[src/hw/rtl/cbd_pkg.sv]
package cbd_pkg;

  localparam int unsigned CfgIdxW  = 2;
  localparam int unsigned CfgDataW = 16;

  localparam logic [CfgIdxW-1:0] CFG_GAIN_INC   = 2'd0;
  localparam logic [CfgIdxW-1:0] CFG_STEP_BASE  = 2'd1;
  localparam logic [CfgIdxW-1:0] CFG_LEVEL_LEAK = 2'd2;
  localparam logic [CfgIdxW-1:0] CFG_GAIN_LEAK  = 2'd3;

  localparam logic [15:0] GAIN_INC_RST   = 16'd1024;
  localparam logic [15:0] STEP_BASE_RST  = 16'd256;
  localparam logic [14:0] LEVEL_LEAK_RST = 15'd31000;
  localparam logic [15:0] GAIN_LEAK_RST  = 16'd65000;

  typedef struct packed {
    logic [15:0] gain_inc;
    logic [15:0] step_base;
    logic [14:0] level_leak;
    logic [15:0] gain_leak;
  } cfg_t;

endpackage

[src/hw/rtl/cbd_if.sv]
interface cbd_in_if #(
  parameter int unsigned BLOCK_BITS = 32
);
  logic                  valid;
  logic                  ready;
  logic [BLOCK_BITS-1:0] block_bits;

  modport source (output valid, output block_bits, input ready);
  modport sink   (input valid, input block_bits, output ready);
endinterface

interface cbd_out_if;
  logic               valid;
  logic               ready;
  logic signed [15:0] sample;
  logic               last;

  modport source (output valid, output sample, output last, input ready);
  modport sink   (input valid, input sample, input last, output ready);
endinterface

[src/hw/rtl/cbd_cfg.sv]
module cbd_cfg (
  input  logic                          clk_i,
  input  logic                          rst_ni,
  input  logic                          cfg_we_i,
  input  logic [cbd_pkg::CfgIdxW-1:0]   cfg_idx_i,
  input  logic [cbd_pkg::CfgDataW-1:0]  cfg_data_i,
  output cbd_pkg::cfg_t                 cfg_o
);
  import cbd_pkg::*;

  cfg_t cfg_q, cfg_d;

  always_comb begin
    cfg_d = cfg_q;
    if (cfg_we_i) begin
      unique case (cfg_idx_i)
        CFG_GAIN_INC:   cfg_d.gain_inc   = cfg_data_i;
        CFG_STEP_BASE:  cfg_d.step_base  = cfg_data_i;
        CFG_LEVEL_LEAK: cfg_d.level_leak = cfg_data_i[14:0];
        CFG_GAIN_LEAK:  cfg_d.gain_leak  = cfg_data_i;
        default:        cfg_d = cfg_q;
      endcase
    end
  end

  always_ff @(posedge clk_i or negedge rst_ni) begin
    if (!rst_ni) begin
      cfg_q.gain_inc   <= GAIN_INC_RST;
      cfg_q.step_base  <= STEP_BASE_RST;
      cfg_q.level_leak <= LEVEL_LEAK_RST;
      cfg_q.gain_leak  <= GAIN_LEAK_RST;
    end else begin
      cfg_q <= cfg_d;
    end
  end

  assign cfg_o = cfg_q;

endmodule

[src/hw/rtl/cvsd_block_decoder_core.sv]
// CVSD block decoder. Each input beat carries BLOCK_BITS CVSD bits, decoded
// most significant bit first into BLOCK_BITS signed 16-bit PCM samples; the
// final sample of the word carries last. Run counter, gain and previous sample
// persist across words. The word is loaded in the idle state into a shift
// register, and each bit passes through the run, step product, decay product
// and output states in turn; the output state waits while the output stalls.
// These states share one 17x17 multiplier, used in turn for gain*step base,
// previous sample*level leak and gain*gain leak. A new word is accepted
// once the previous one has produced its last sample into the output register.
// Configuration writes must happen only while the decoder is idle.
module cvsd_block_decoder_core #(
  parameter int unsigned BLOCK_BITS = 32
) (
  input  logic                          clk_i,
  input  logic                          rst_ni,
  input  logic                          cfg_we_i,
  input  logic [cbd_pkg::CfgIdxW-1:0]   cfg_idx_i,
  input  logic [cbd_pkg::CfgDataW-1:0]  cfg_data_i,
  cbd_in_if.sink                        bits_in,
  cbd_out_if.source                     pcm_out
);
  import cbd_pkg::*;

  localparam int unsigned CntW = (BLOCK_BITS > 1) ? $clog2(BLOCK_BITS) : 1;
  localparam logic [CntW-1:0] CntLast = CntW'(BLOCK_BITS - 1);

  localparam logic [2:0] ST_IDLE  = 3'd0;
  localparam logic [2:0] ST_RUN   = 3'd1;
  localparam logic [2:0] ST_MSTEP = 3'd2;
  localparam logic [2:0] ST_MDEC  = 3'd3;
  localparam logic [2:0] ST_MOUT  = 3'd4;

  localparam logic signed [3:0] RunMax = 4'sd7;
  localparam logic signed [3:0] RunMin = -4'sd7;
  localparam logic signed [3:0] RunHi  = 4'sd3;
  localparam logic signed [3:0] RunLo  = -4'sd3;

  cfg_t cfg;

  cbd_cfg u_cfg (
    .clk_i      (clk_i),
    .rst_ni     (rst_ni),
    .cfg_we_i   (cfg_we_i),
    .cfg_idx_i  (cfg_idx_i),
    .cfg_data_i (cfg_data_i),
    .cfg_o      (cfg)
  );

  logic [2:0]            state_q, state_d;
  logic [BLOCK_BITS-1:0] bits_q, bits_d;
  logic [CntW-1:0]       cnt_q, cnt_d;
  logic signed [3:0]     run_q, run_d;
  logic [15:0]           gain_q, gain_d;
  logic signed [15:0]    prev_q, prev_d;
  logic signed [33:0]    prod_q, prod_d;
  logic [24:0]           step_q, step_d;
  logic                  out_valid_q, out_valid_d;
  logic signed [15:0]    out_sample_q, out_sample_d;
  logic                  out_last_q, out_last_d;

  logic signed [16:0]    mul_a, mul_b;
  logic signed [33:0]    mul_p;
  logic                  cur_bit;
  logic signed [3:0]     run_nxt;
  logic [16:0]           gain_sum;
  logic signed [26:0]    decayed;
  logic signed [26:0]    sum_s;
  logic signed [15:0]    sat_s;
  logic                  out_free;

  // shared multiplier, operands chosen by phase
  always_comb begin
    unique case (state_q)
      ST_MSTEP: begin
        mul_a = signed'({1'b0, gain_q});
        mul_b = signed'({1'b0, cfg.step_base});
      end
      ST_MDEC: begin
        mul_a = signed'({prev_q[15], prev_q});
        mul_b = signed'({2'b00, cfg.level_leak});
      end
      default: begin
        mul_a = signed'({1'b0, gain_q});
        mul_b = signed'({1'b0, cfg.gain_leak});
      end
    endcase
  end

  assign mul_p = mul_a * mul_b;

  assign cur_bit = bits_q[BLOCK_BITS-1];

  always_comb begin
    if (cur_bit) begin
      if (run_q < 4'sd0)        run_nxt = 4'sd1;
      else if (run_q < RunMax)  run_nxt = run_q + 4'sd1;
      else                      run_nxt = run_q;
    end else begin
      if (run_q > 4'sd0)        run_nxt = -4'sd1;
      else if (run_q > RunMin)  run_nxt = run_q - 4'sd1;
      else                      run_nxt = run_q;
    end
  end

  assign gain_sum = {1'b0, gain_q} + {1'b0, cfg.gain_inc};

  // arithmetic shift of the product rounds toward minus infinity
  assign decayed = 27'(signed'(prod_q[33:16]));
  assign sum_s   = cur_bit ? decayed + signed'({2'b00, step_q})
                           : decayed - signed'({2'b00, step_q});

  always_comb begin
    if (sum_s > 27'sd32767)       sat_s = 16'sh7FFF;
    else if (sum_s < -27'sd32768) sat_s = 16'sh8000;
    else                          sat_s = sum_s[15:0];
  end

  assign out_free = !out_valid_q || pcm_out.ready;

  always_comb begin
    state_d      = state_q;
    bits_d       = bits_q;
    cnt_d        = cnt_q;
    run_d        = run_q;
    gain_d       = gain_q;
    prev_d       = prev_q;
    prod_d       = prod_q;
    step_d       = step_q;
    out_valid_d  = out_valid_q && !pcm_out.ready;
    out_sample_d = out_sample_q;
    out_last_d   = out_last_q;

    unique case (state_q)
      ST_IDLE: begin
        if (bits_in.valid) begin
          bits_d  = bits_in.block_bits;
          cnt_d   = '0;
          state_d = ST_RUN;
        end
      end
      ST_RUN: begin
        run_d = run_nxt;
        if (((run_nxt >= RunHi) || (run_nxt <= RunLo)) && !gain_sum[16]) begin
          gain_d = gain_sum[15:0];
        end
        state_d = ST_MSTEP;
      end
      ST_MSTEP: begin
        prod_d  = mul_p;
        state_d = ST_MDEC;
      end
      ST_MDEC: begin
        step_d  = 25'(cfg.step_base) + 25'(prod_q[31:8]);
        prod_d  = mul_p;
        state_d = ST_MOUT;
      end
      ST_MOUT: begin
        // hold until the output register can take the sample
        if (out_free) begin
          prev_d       = sat_s;
          gain_d       = mul_p[31:16];
          out_valid_d  = 1'b1;
          out_sample_d = sat_s;
          out_last_d   = (cnt_q == CntLast);
          bits_d       = bits_q << 1;
          if (cnt_q == CntLast) begin
            cnt_d   = '0;
            state_d = ST_IDLE;
          end else begin
            cnt_d   = cnt_q + 1'b1;
            state_d = ST_RUN;
          end
        end
      end
      default: state_d = ST_IDLE;
    endcase
  end

  always_ff @(posedge clk_i or negedge rst_ni) begin
    if (!rst_ni) begin
      state_q     <= ST_IDLE;
      cnt_q       <= '0;
      run_q       <= '0;
      gain_q      <= '0;
      prev_q      <= '0;
      out_valid_q <= 1'b0;
    end else begin
      state_q     <= state_d;
      cnt_q       <= cnt_d;
      run_q       <= run_d;
      gain_q      <= gain_d;
      prev_q      <= prev_d;
      out_valid_q <= out_valid_d;
    end
  end

  always_ff @(posedge clk_i) begin
    bits_q       <= bits_d;
    prod_q       <= prod_d;
    step_q       <= step_d;
    out_sample_q <= out_sample_d;
    out_last_q   <= out_last_d;
  end

  assign bits_in.ready  = (state_q == ST_IDLE);
  assign pcm_out.valid  = out_valid_q;
  assign pcm_out.sample = out_sample_q;
  assign pcm_out.last   = out_last_q;

endmodule
[src/flat_wrapper.sv]
// flat-port wrapper written by rule: the top's interface ports become plain ports
module cvsd_block_decoder_core_flat import cbd_pkg::*;
#(
  parameter int unsigned BLOCK_BITS = 32
)
  (clk_i, rst_ni, cfg_we_i, cfg_idx_i, cfg_data_i, bits_in_valid, bits_in_block_bits, bits_in_ready, pcm_out_valid, pcm_out_sample, pcm_out_last, pcm_out_ready);
  cbd_in_if #(.BLOCK_BITS(BLOCK_BITS)) bits_in_i ();
  cbd_out_if pcm_out_i ();
  input  logic clk_i;
  input  logic rst_ni;
  input  logic cfg_we_i;
  input  logic [cbd_pkg::CfgIdxW-1:0] cfg_idx_i;
  input  logic [cbd_pkg::CfgDataW-1:0] cfg_data_i;
  input wire logic [$bits(bits_in_i.valid)-1:0] bits_in_valid;
  input wire logic [$bits(bits_in_i.block_bits)-1:0] bits_in_block_bits;
  output wire logic [$bits(bits_in_i.ready)-1:0] bits_in_ready;
  output wire logic [$bits(pcm_out_i.valid)-1:0] pcm_out_valid;
  output wire logic [$bits(pcm_out_i.sample)-1:0] pcm_out_sample;
  output wire logic [$bits(pcm_out_i.last)-1:0] pcm_out_last;
  input wire logic [$bits(pcm_out_i.ready)-1:0] pcm_out_ready;
  assign bits_in_i.valid = bits_in_valid;
  assign bits_in_i.block_bits = bits_in_block_bits;
  assign bits_in_ready = bits_in_i.ready;
  assign pcm_out_valid = pcm_out_i.valid;
  assign pcm_out_sample = pcm_out_i.sample;
  assign pcm_out_last = pcm_out_i.last;
  assign pcm_out_i.ready = pcm_out_ready;
  cvsd_block_decoder_core #(.BLOCK_BITS(BLOCK_BITS)) u_core (.clk_i(clk_i), .rst_ni(rst_ni), .cfg_we_i(cfg_we_i), .cfg_idx_i(cfg_idx_i), .cfg_data_i(cfg_data_i), .bits_in(bits_in_i), .pcm_out(pcm_out_i));
endmodule
[config.mk]
export PLATFORM = sky130hd
export DESIGN_NAME = cvsd_block_decoder_core_flat
export DESIGN_NICKNAME = d
export VERILOG_FILES = /design/src/hw/rtl/cbd_pkg.sv /design/src/hw/rtl/cbd_if.sv /design/src/hw/rtl/cbd_cfg.sv /design/src/hw/rtl/cvsd_block_decoder_core.sv /design/src/flat_wrapper.sv
export SDC_FILE = /design/constraint.sdc
export NUM_CORES = 1
export LEC_CHECK = 0
export ABC_AREA = 1
export BUFFER_PORTS_ARGS = -buffer_cell sky130_fd_sc_hd__buf_4
export CORE_MARGIN = 8
export CORE_UTILIZATION = 50
export DETAILED_ROUTE_END_ITERATION = 8
export PLACE_DENSITY = 0.66
export RECOVER_POWER = 50
export SYNTH_ARGS = -nofsm -noshare
export SYNTH_HDL_FRONTEND = slang
export SYNTH_HIERARCHICAL = 1
export SYNTH_SLANG_ARGS = --single-unit
[constraint.sdc]
create_clock -name clk_i -period 8.1 [get_ports clk_i]
set_clock_uncertainty 0.1 [all_clocks]
set_input_delay 0.81 -clock clk_i [delete_from_list [all_inputs] [get_ports clk_i]]
set_output_delay 0.81 -clock clk_i [all_outputs]
set_load 0.02 [all_outputs]
Yosys cells after proc, flatten, opt, wreduce, memory -nomap -nowiden
Index checks and enable logic that the tools add are counted.
Storage, ports and cells
  flip-flop bits (word level): 216
  output and inout port bits: 19
Operators by class
  $add $sub $neg: 7
  multiply operators: 1
  $lt $le $gt $ge: 8
  equal/unequal tests: 11
  mux-type cells: 26
  reduce and logical (&&, ||, !) cells: 20
Operators by type and width (count)
  16-bit two-way mux: 4
  32-bit two-way mux: 2
  16-bit case mux with 2 select lines: 2
  32-bit case mux with 2 select lines: 1
  17-bit by 17-bit multiplier with 34-bit output: 1
  18-bit by 26-bit adder with 27-bit output: 1
  27-bit by 16-bit greater-than comparator with 1-bit output (second input constant): 1
  27-bit by 16-bit less-than comparator with 1-bit output (second input constant): 1
  27-bit two-way mux: 1
  18-bit by 26-bit subtractor with 27-bit output: 1
  16-bit by 24-bit adder with 25-bit output: 1
  4-bit two-way mux: 5
  16-bit by 16-bit adder with 17-bit output: 1
  17-bit two-way mux: 1
  5-bit two-way mux: 3
  3-bit case mux with 5 select lines: 1
  2-bit AND reduction: 6
  5-bit case mux with 2 select lines: 1
  3-bit by 2-bit == test with 1-bit output (second input constant): 2
  3-bit two-way mux: 2
  3-bit AND reduction: 2
  5-bit by 1-bit adder with 5-bit output (second input constant): 1
  5-bit == test (second input constant): 1
  4-bit by 2-bit adder with 4-bit output (second input constant): 1
  other kinds (21): 30

Depth between registers and ports, before layout
  depth after elaboration: 9
  depth in mapped cells: 36

Hierarchy
The synthesis kept the hierarchy.
Modules (own cells, without submodules)
  cvsd_block_decoder_core: times used 1, cells an instance 2715, area an instance 21135.3 µm², seq. area each 4129.0 µm²
  cbd_cfg: times used 1, cells an instance 281, area an instance 2605.0 µm², seq. area each 1601.5 µm²

Worst setup path after synthesis
No wires, ideal clock.
  path kind: reg-to-reg
  start point: reg u_core.state_q[2]
  end point: reg u_core.prod_q[33], data pin
  library setup time: 262 ps
  arrival: 7051 ps
  path slack: 686 ps
  cell stages (with the launch flop): 28
  path through: dfrtp_1 > nor2_4 > buf_1 > o22a_1 > o21ai_0 > inv_1 > clkbuf_1 > nand2_1 > fa_1 > inv_1 > fa_1 > fa_1 > fa_1 > fa_1 > inv_1 > fa_1 > inv_1 > ha_1 > a21oi_1 > o21ai_0 > a21oi_1 > o21ai_0 > a21oi_1 > inv_1 > nand2_1 > nand2_1 > a21oi_1 > xor2_1
Between the ends
  cells in the longest elaborated chain, start to end: 3
  elaborated cells on any way between the ends: 5
  classes of those cells: mul (1); eq/ne (2); mux (2)
Ends and longest elaborated chain
  start: declaration: RTL line cvsd_block_decoder_core.sv:49  | logic [2:0] state_q, state_d;
  start signal: assignment: RTL line cvsd_block_decoder_core.sv:188  | state_q <= state_d;
  3-bit by 2-bit == test with 1-bit output: RTL line cvsd_block_decoder_core.sv:73  | unique case (state_q)
  16-bit case mux with 2 select lines / 17-bit two-way mux (equally long branches): RTL line cvsd_block_decoder_core.sv:73
  17-bit by 17-bit multiplier with 34-bit output *: RTL line cvsd_block_decoder_core.sv:89  | assign mul_p = mul_a * mul_b;
  via u_core.mul_p[33]: RTL line cvsd_block_decoder_core.sv:62  | logic signed [33:0] mul_p;
  end signal: assignment: RTL line cvsd_block_decoder_core.sv:199  | prod_q <= prod_d;
  end: declaration: RTL line cvsd_block_decoder_core.sv:55  | logic signed [33:0] prod_q, prod_d;
Mark *: on every way through the listed nets, which the timed path passes. The rest lies on a longest branch.
A chain may end at the register's enable or synchronous reset.

Final worst setup path
  start point: reg u_core.state_q[2]
  end point: reg u_core.gain_q[11]
Between the ends
  cells in the longest elaborated chain, start to end: 5
  elaborated cells on any way between the ends: 13
  classes of those cells: mul (1); eq/ne (6); mux (4); reduce/logical (2)
Ends and longest elaborated chain
  3-bit by 2-bit == test with 1-bit output: RTL line cvsd_block_decoder_core.sv:73
  16-bit case mux with 2 select lines / 17-bit two-way mux (equally long branches): RTL line cvsd_block_decoder_core.sv:73
  17-bit by 17-bit multiplier with 34-bit output *: RTL line cvsd_block_decoder_core.sv:89
  via u_core.mul_p[27]: RTL line cvsd_block_decoder_core.sv:62
  16-bit two-way mux *: RTL line cvsd_block_decoder_core.sv:159  | if (out_free) begin
  16-bit case mux with 2 select lines *: RTL line cvsd_block_decoder_core.sv:133  | unique case (state_q)
  end signal: assignment: RTL line cvsd_block_decoder_core.sv:191  | gain_q <= gain_d;
  end: declaration: RTL line cvsd_block_decoder_core.sv:53  | logic [15:0] gain_q, gain_d;
Mark *: on every way through the listed nets, which the timed path passes. The rest lies on a longest branch. The select of a mux whose other input is x is not followed.

==> reports/qor.yml <==
layout:
  design_area_um2: 25900
  finalNonFillerCells: 3700
  fin_nets: 3550
  drive_gt1_share_pct: 8.04
  nFillCells: 4479
  area_growth_pct: 9.30
  diodes: 0
placed_design:
  place_area_um2: 25000
  globalplace.congestion: 0.953
  dp_cells: 3654
  io_buffers: 73
  post-dp-hpwl_mm: 58.0
yosys:
  yosysWarnings: 6
  synth_cell_types: 56
  synth_area_per_cell_um2: 7.92
  synthTopCellsByArea: "fa_1, nand2_1, edfxtp_1"
  synth_top_cell_by_area: "fa_1"
  async_reset_ff_share_pct: 51.9
  netlist_area_um2: 23700
  yosysTopAreaCellShare_pct: 23.6
  synthTopCellsByCount: "nand2_1, inv_1, fa_1"
  synth_flop_cell: "edfxtp_1"
  yosysMostFrequentCell: "nand2_1"
  syn-num-nets: 3480
  synth_cells: 2996
  ys_ff_latch: 208
  synth-edff-count: 100
  ys_seq_area_share_pct: 24.1
sta:
  fin_setup_tns_ns: 0
  fin_hold_ws_ns: 0.371
  max_slew.worst_pin.slew_ns: 4.18
  fin_crit_ns: 7.64
  rsz0062_at_grt: "no"
  max_freq_mhz: 131
  finalSetupViolCount: 0
  fin_crit_sh_pct: 94.4
  timing.final.max_slew_violations: 201
  slew-limit-headroom_pct: -179
  hold_viol: 0
die:
  num_rows: 80
  fp.dieH_um: 234
  die_x_um: 234
  ios: 74
  fp.coreArea_um2: 47300
  initial_core_util_pct: 50.1
  dieArea_um2: 54700
global_routing:
  met3_usage_pct: 4.19
  grtUsageMet1_pct: 34.4
  grt_pass1_vias: 20800
  grt_max_degree: 76
  grt.busiest_layer: "met2"
  grt_pass1_wl_mm: 113
  antenna_found_initial: 0
  grtUsageMet2_pct: 44.7
  grt_use_total_pct: 26.4
  grt_overflow: 0
worst_setup_path:
  worstSetupPathType: "register to register"
  slowest_stage: "fa_1"
  start_kind: "register"
  cpPeakStageDelay_ns: 0.54
  crit_arrival_ns: 8.00
  end_kind: "register"
  cp.required_ns: 8.46
  crit_fanout: 9
clock_tree:
  clock-sinks: 208
  cts_setup_buffers: 0
  cts_buffers: 25
  cts_resized: 0
  worstSkewPairLatency_ns: 0.54
  cts_hold_buf: 0
  clock_path_buffers: 3
  cts_tree: "done"
  htreeDepth: 1
  clk_pin_slew_ns: 0.06
  clockRootBuffer: "clkbuf_16"
drt:
  dr.pass1.iters: 5
  drt_iter0_drc: 1725
  vias_per_cell: 5.38
  vias: 19900
  ant_nets: 0
  finalWirelength_mm: 70.7
  drc: 0
  route.detailed.wl_per_inst_um: 19.1
run_status:
  failed_checks: "capacitance limit, slew limit"
  outcome: "complete, but fails checks"
run:
  max_cap_violations: 4
min_path:
  hold_path.class: "register to register"
[path summary, 6_finish.rpt]
| kind | from | endpoint | slack [ns] | cells past startpoint |
|---|---|---|---|---|
| max in group asynchronous | rst_ni | u_core/u_cfg/cfg_o[40] | 2.17 | 2 |
| hold reg to reg | u_core/u_cfg/cfg_o[19] | u_core/u_cfg/cfg_o[19] | 0.37 | 2 |
| setup / recovery | u_core/state_q[2] | u_core/gain_q[11] | 0.46 | 30 |
| setup reg to reg | u_core/state_q[2] | u_core/gain_q[11] | 0.46 | 30 |
| min in group asynchronous | rst_ni | u_core/gain_q[8] | 0.84 | 1 |
| hold / removal | u_core/u_cfg/cfg_o[19] | u_core/u_cfg/cfg_o[19] | 0.37 | 2 |
[routing by layer]
| metal | routed length [um] | vias up |
|---|---|---|
| met5 | 0 | - |
| met4 | 2620 | 0 |
| met3 | 4680 | 144 |
| met2 | 33600 | 671 |
| met1 | 29800 | 9744 |
| li1 | - | 9338 |
[worst max-delay path, delay by kind of cell, from the launching register on]
kind                     cells  cell delay [ns]
AND/OR/NAND/NOR             10             1.11
adder cells (fa/ha/maj)      7             3.28
AO/OA/AOI/OAI                3             0.99
flip-flops                   1             0.45
buffers and inverters        9             1.35
XOR/XNOR                     1             0.27
[registers in the layout, indices dropped and copies added, names as in the netlist]
signal                 count
u_core/bits_q             32
u_core/step_q             25
u_core/prod_q             26
u_core/pcm_out.sample     16
u_core/pcm_out.last        1
u_core/prev_q             16
u_core/gain_q             16
u_core/u_cfg/cfg_o        63
u_core/cnt_q               5
u_core/state_q             3
u_core/run_q               4
u_core/pcm_out.valid       1
[layout by cell type (no fill, tap or decap), types with 9 or more instances in the layout]
cell type	instances
a21o_1	10
dfstp_2	20
nor2_2	13
fa_1	280
edfxtp_1	100
xor2_1	60
clkbuf_16	27
o21ai_2	12
o21ai_0	66
nor2_1	253
nor3_1	14
xnor2_1	29
nand2_1	811
clkbuf_1	24
buf_4	89
o22a_1	14
inv_1	593
a21oi_1	98
nand4_1	62
nand3_1	108
and2_1	11
a31oi_1	9
dfrtp_1	88
nand2_2	36
ha_1	149
or2_2	9
[layout make-up]
class                           count  area (um2)  share of cell area (%)
Clock buffer                       34         742                    2.86
Clock inverter                     12         274                    1.06
Inverter                          607        2280                    8.78
Multi-Input combinational cell   2114       15400                    59.4
Sequential cell                   208        5730                    22.1
Tap cell                          615         769                    2.97
Timing Repair Buffer              110         747                    2.88
[metrics by stage]
step                util, %  setup WS (ns)
CTS                    55.0          0.597
global route           54.8         0.0413
global placement       52.9          0.706
finish                 54.8          0.455
floorplan                 -          0.686
detailed placement     52.9          0.615
[logic make-up after synthesis]
kind of cell / after synthesis / synth area share, %
compound gates: 252 / 6.28
buf+inv: 674 / 11.0
flops: 208 / 24.1
other cells: 2 / 0.0316
xor+xnor: 89 / 3.28
simple gates: 1341 / 23.8
mux: 1 / 0.0422
fa+ha+maj: 429 / 31.5
Power is left out: the tool's default activity adds up to more than one toggle a clock period on the data nets, which glitch-free logic cannot reach.
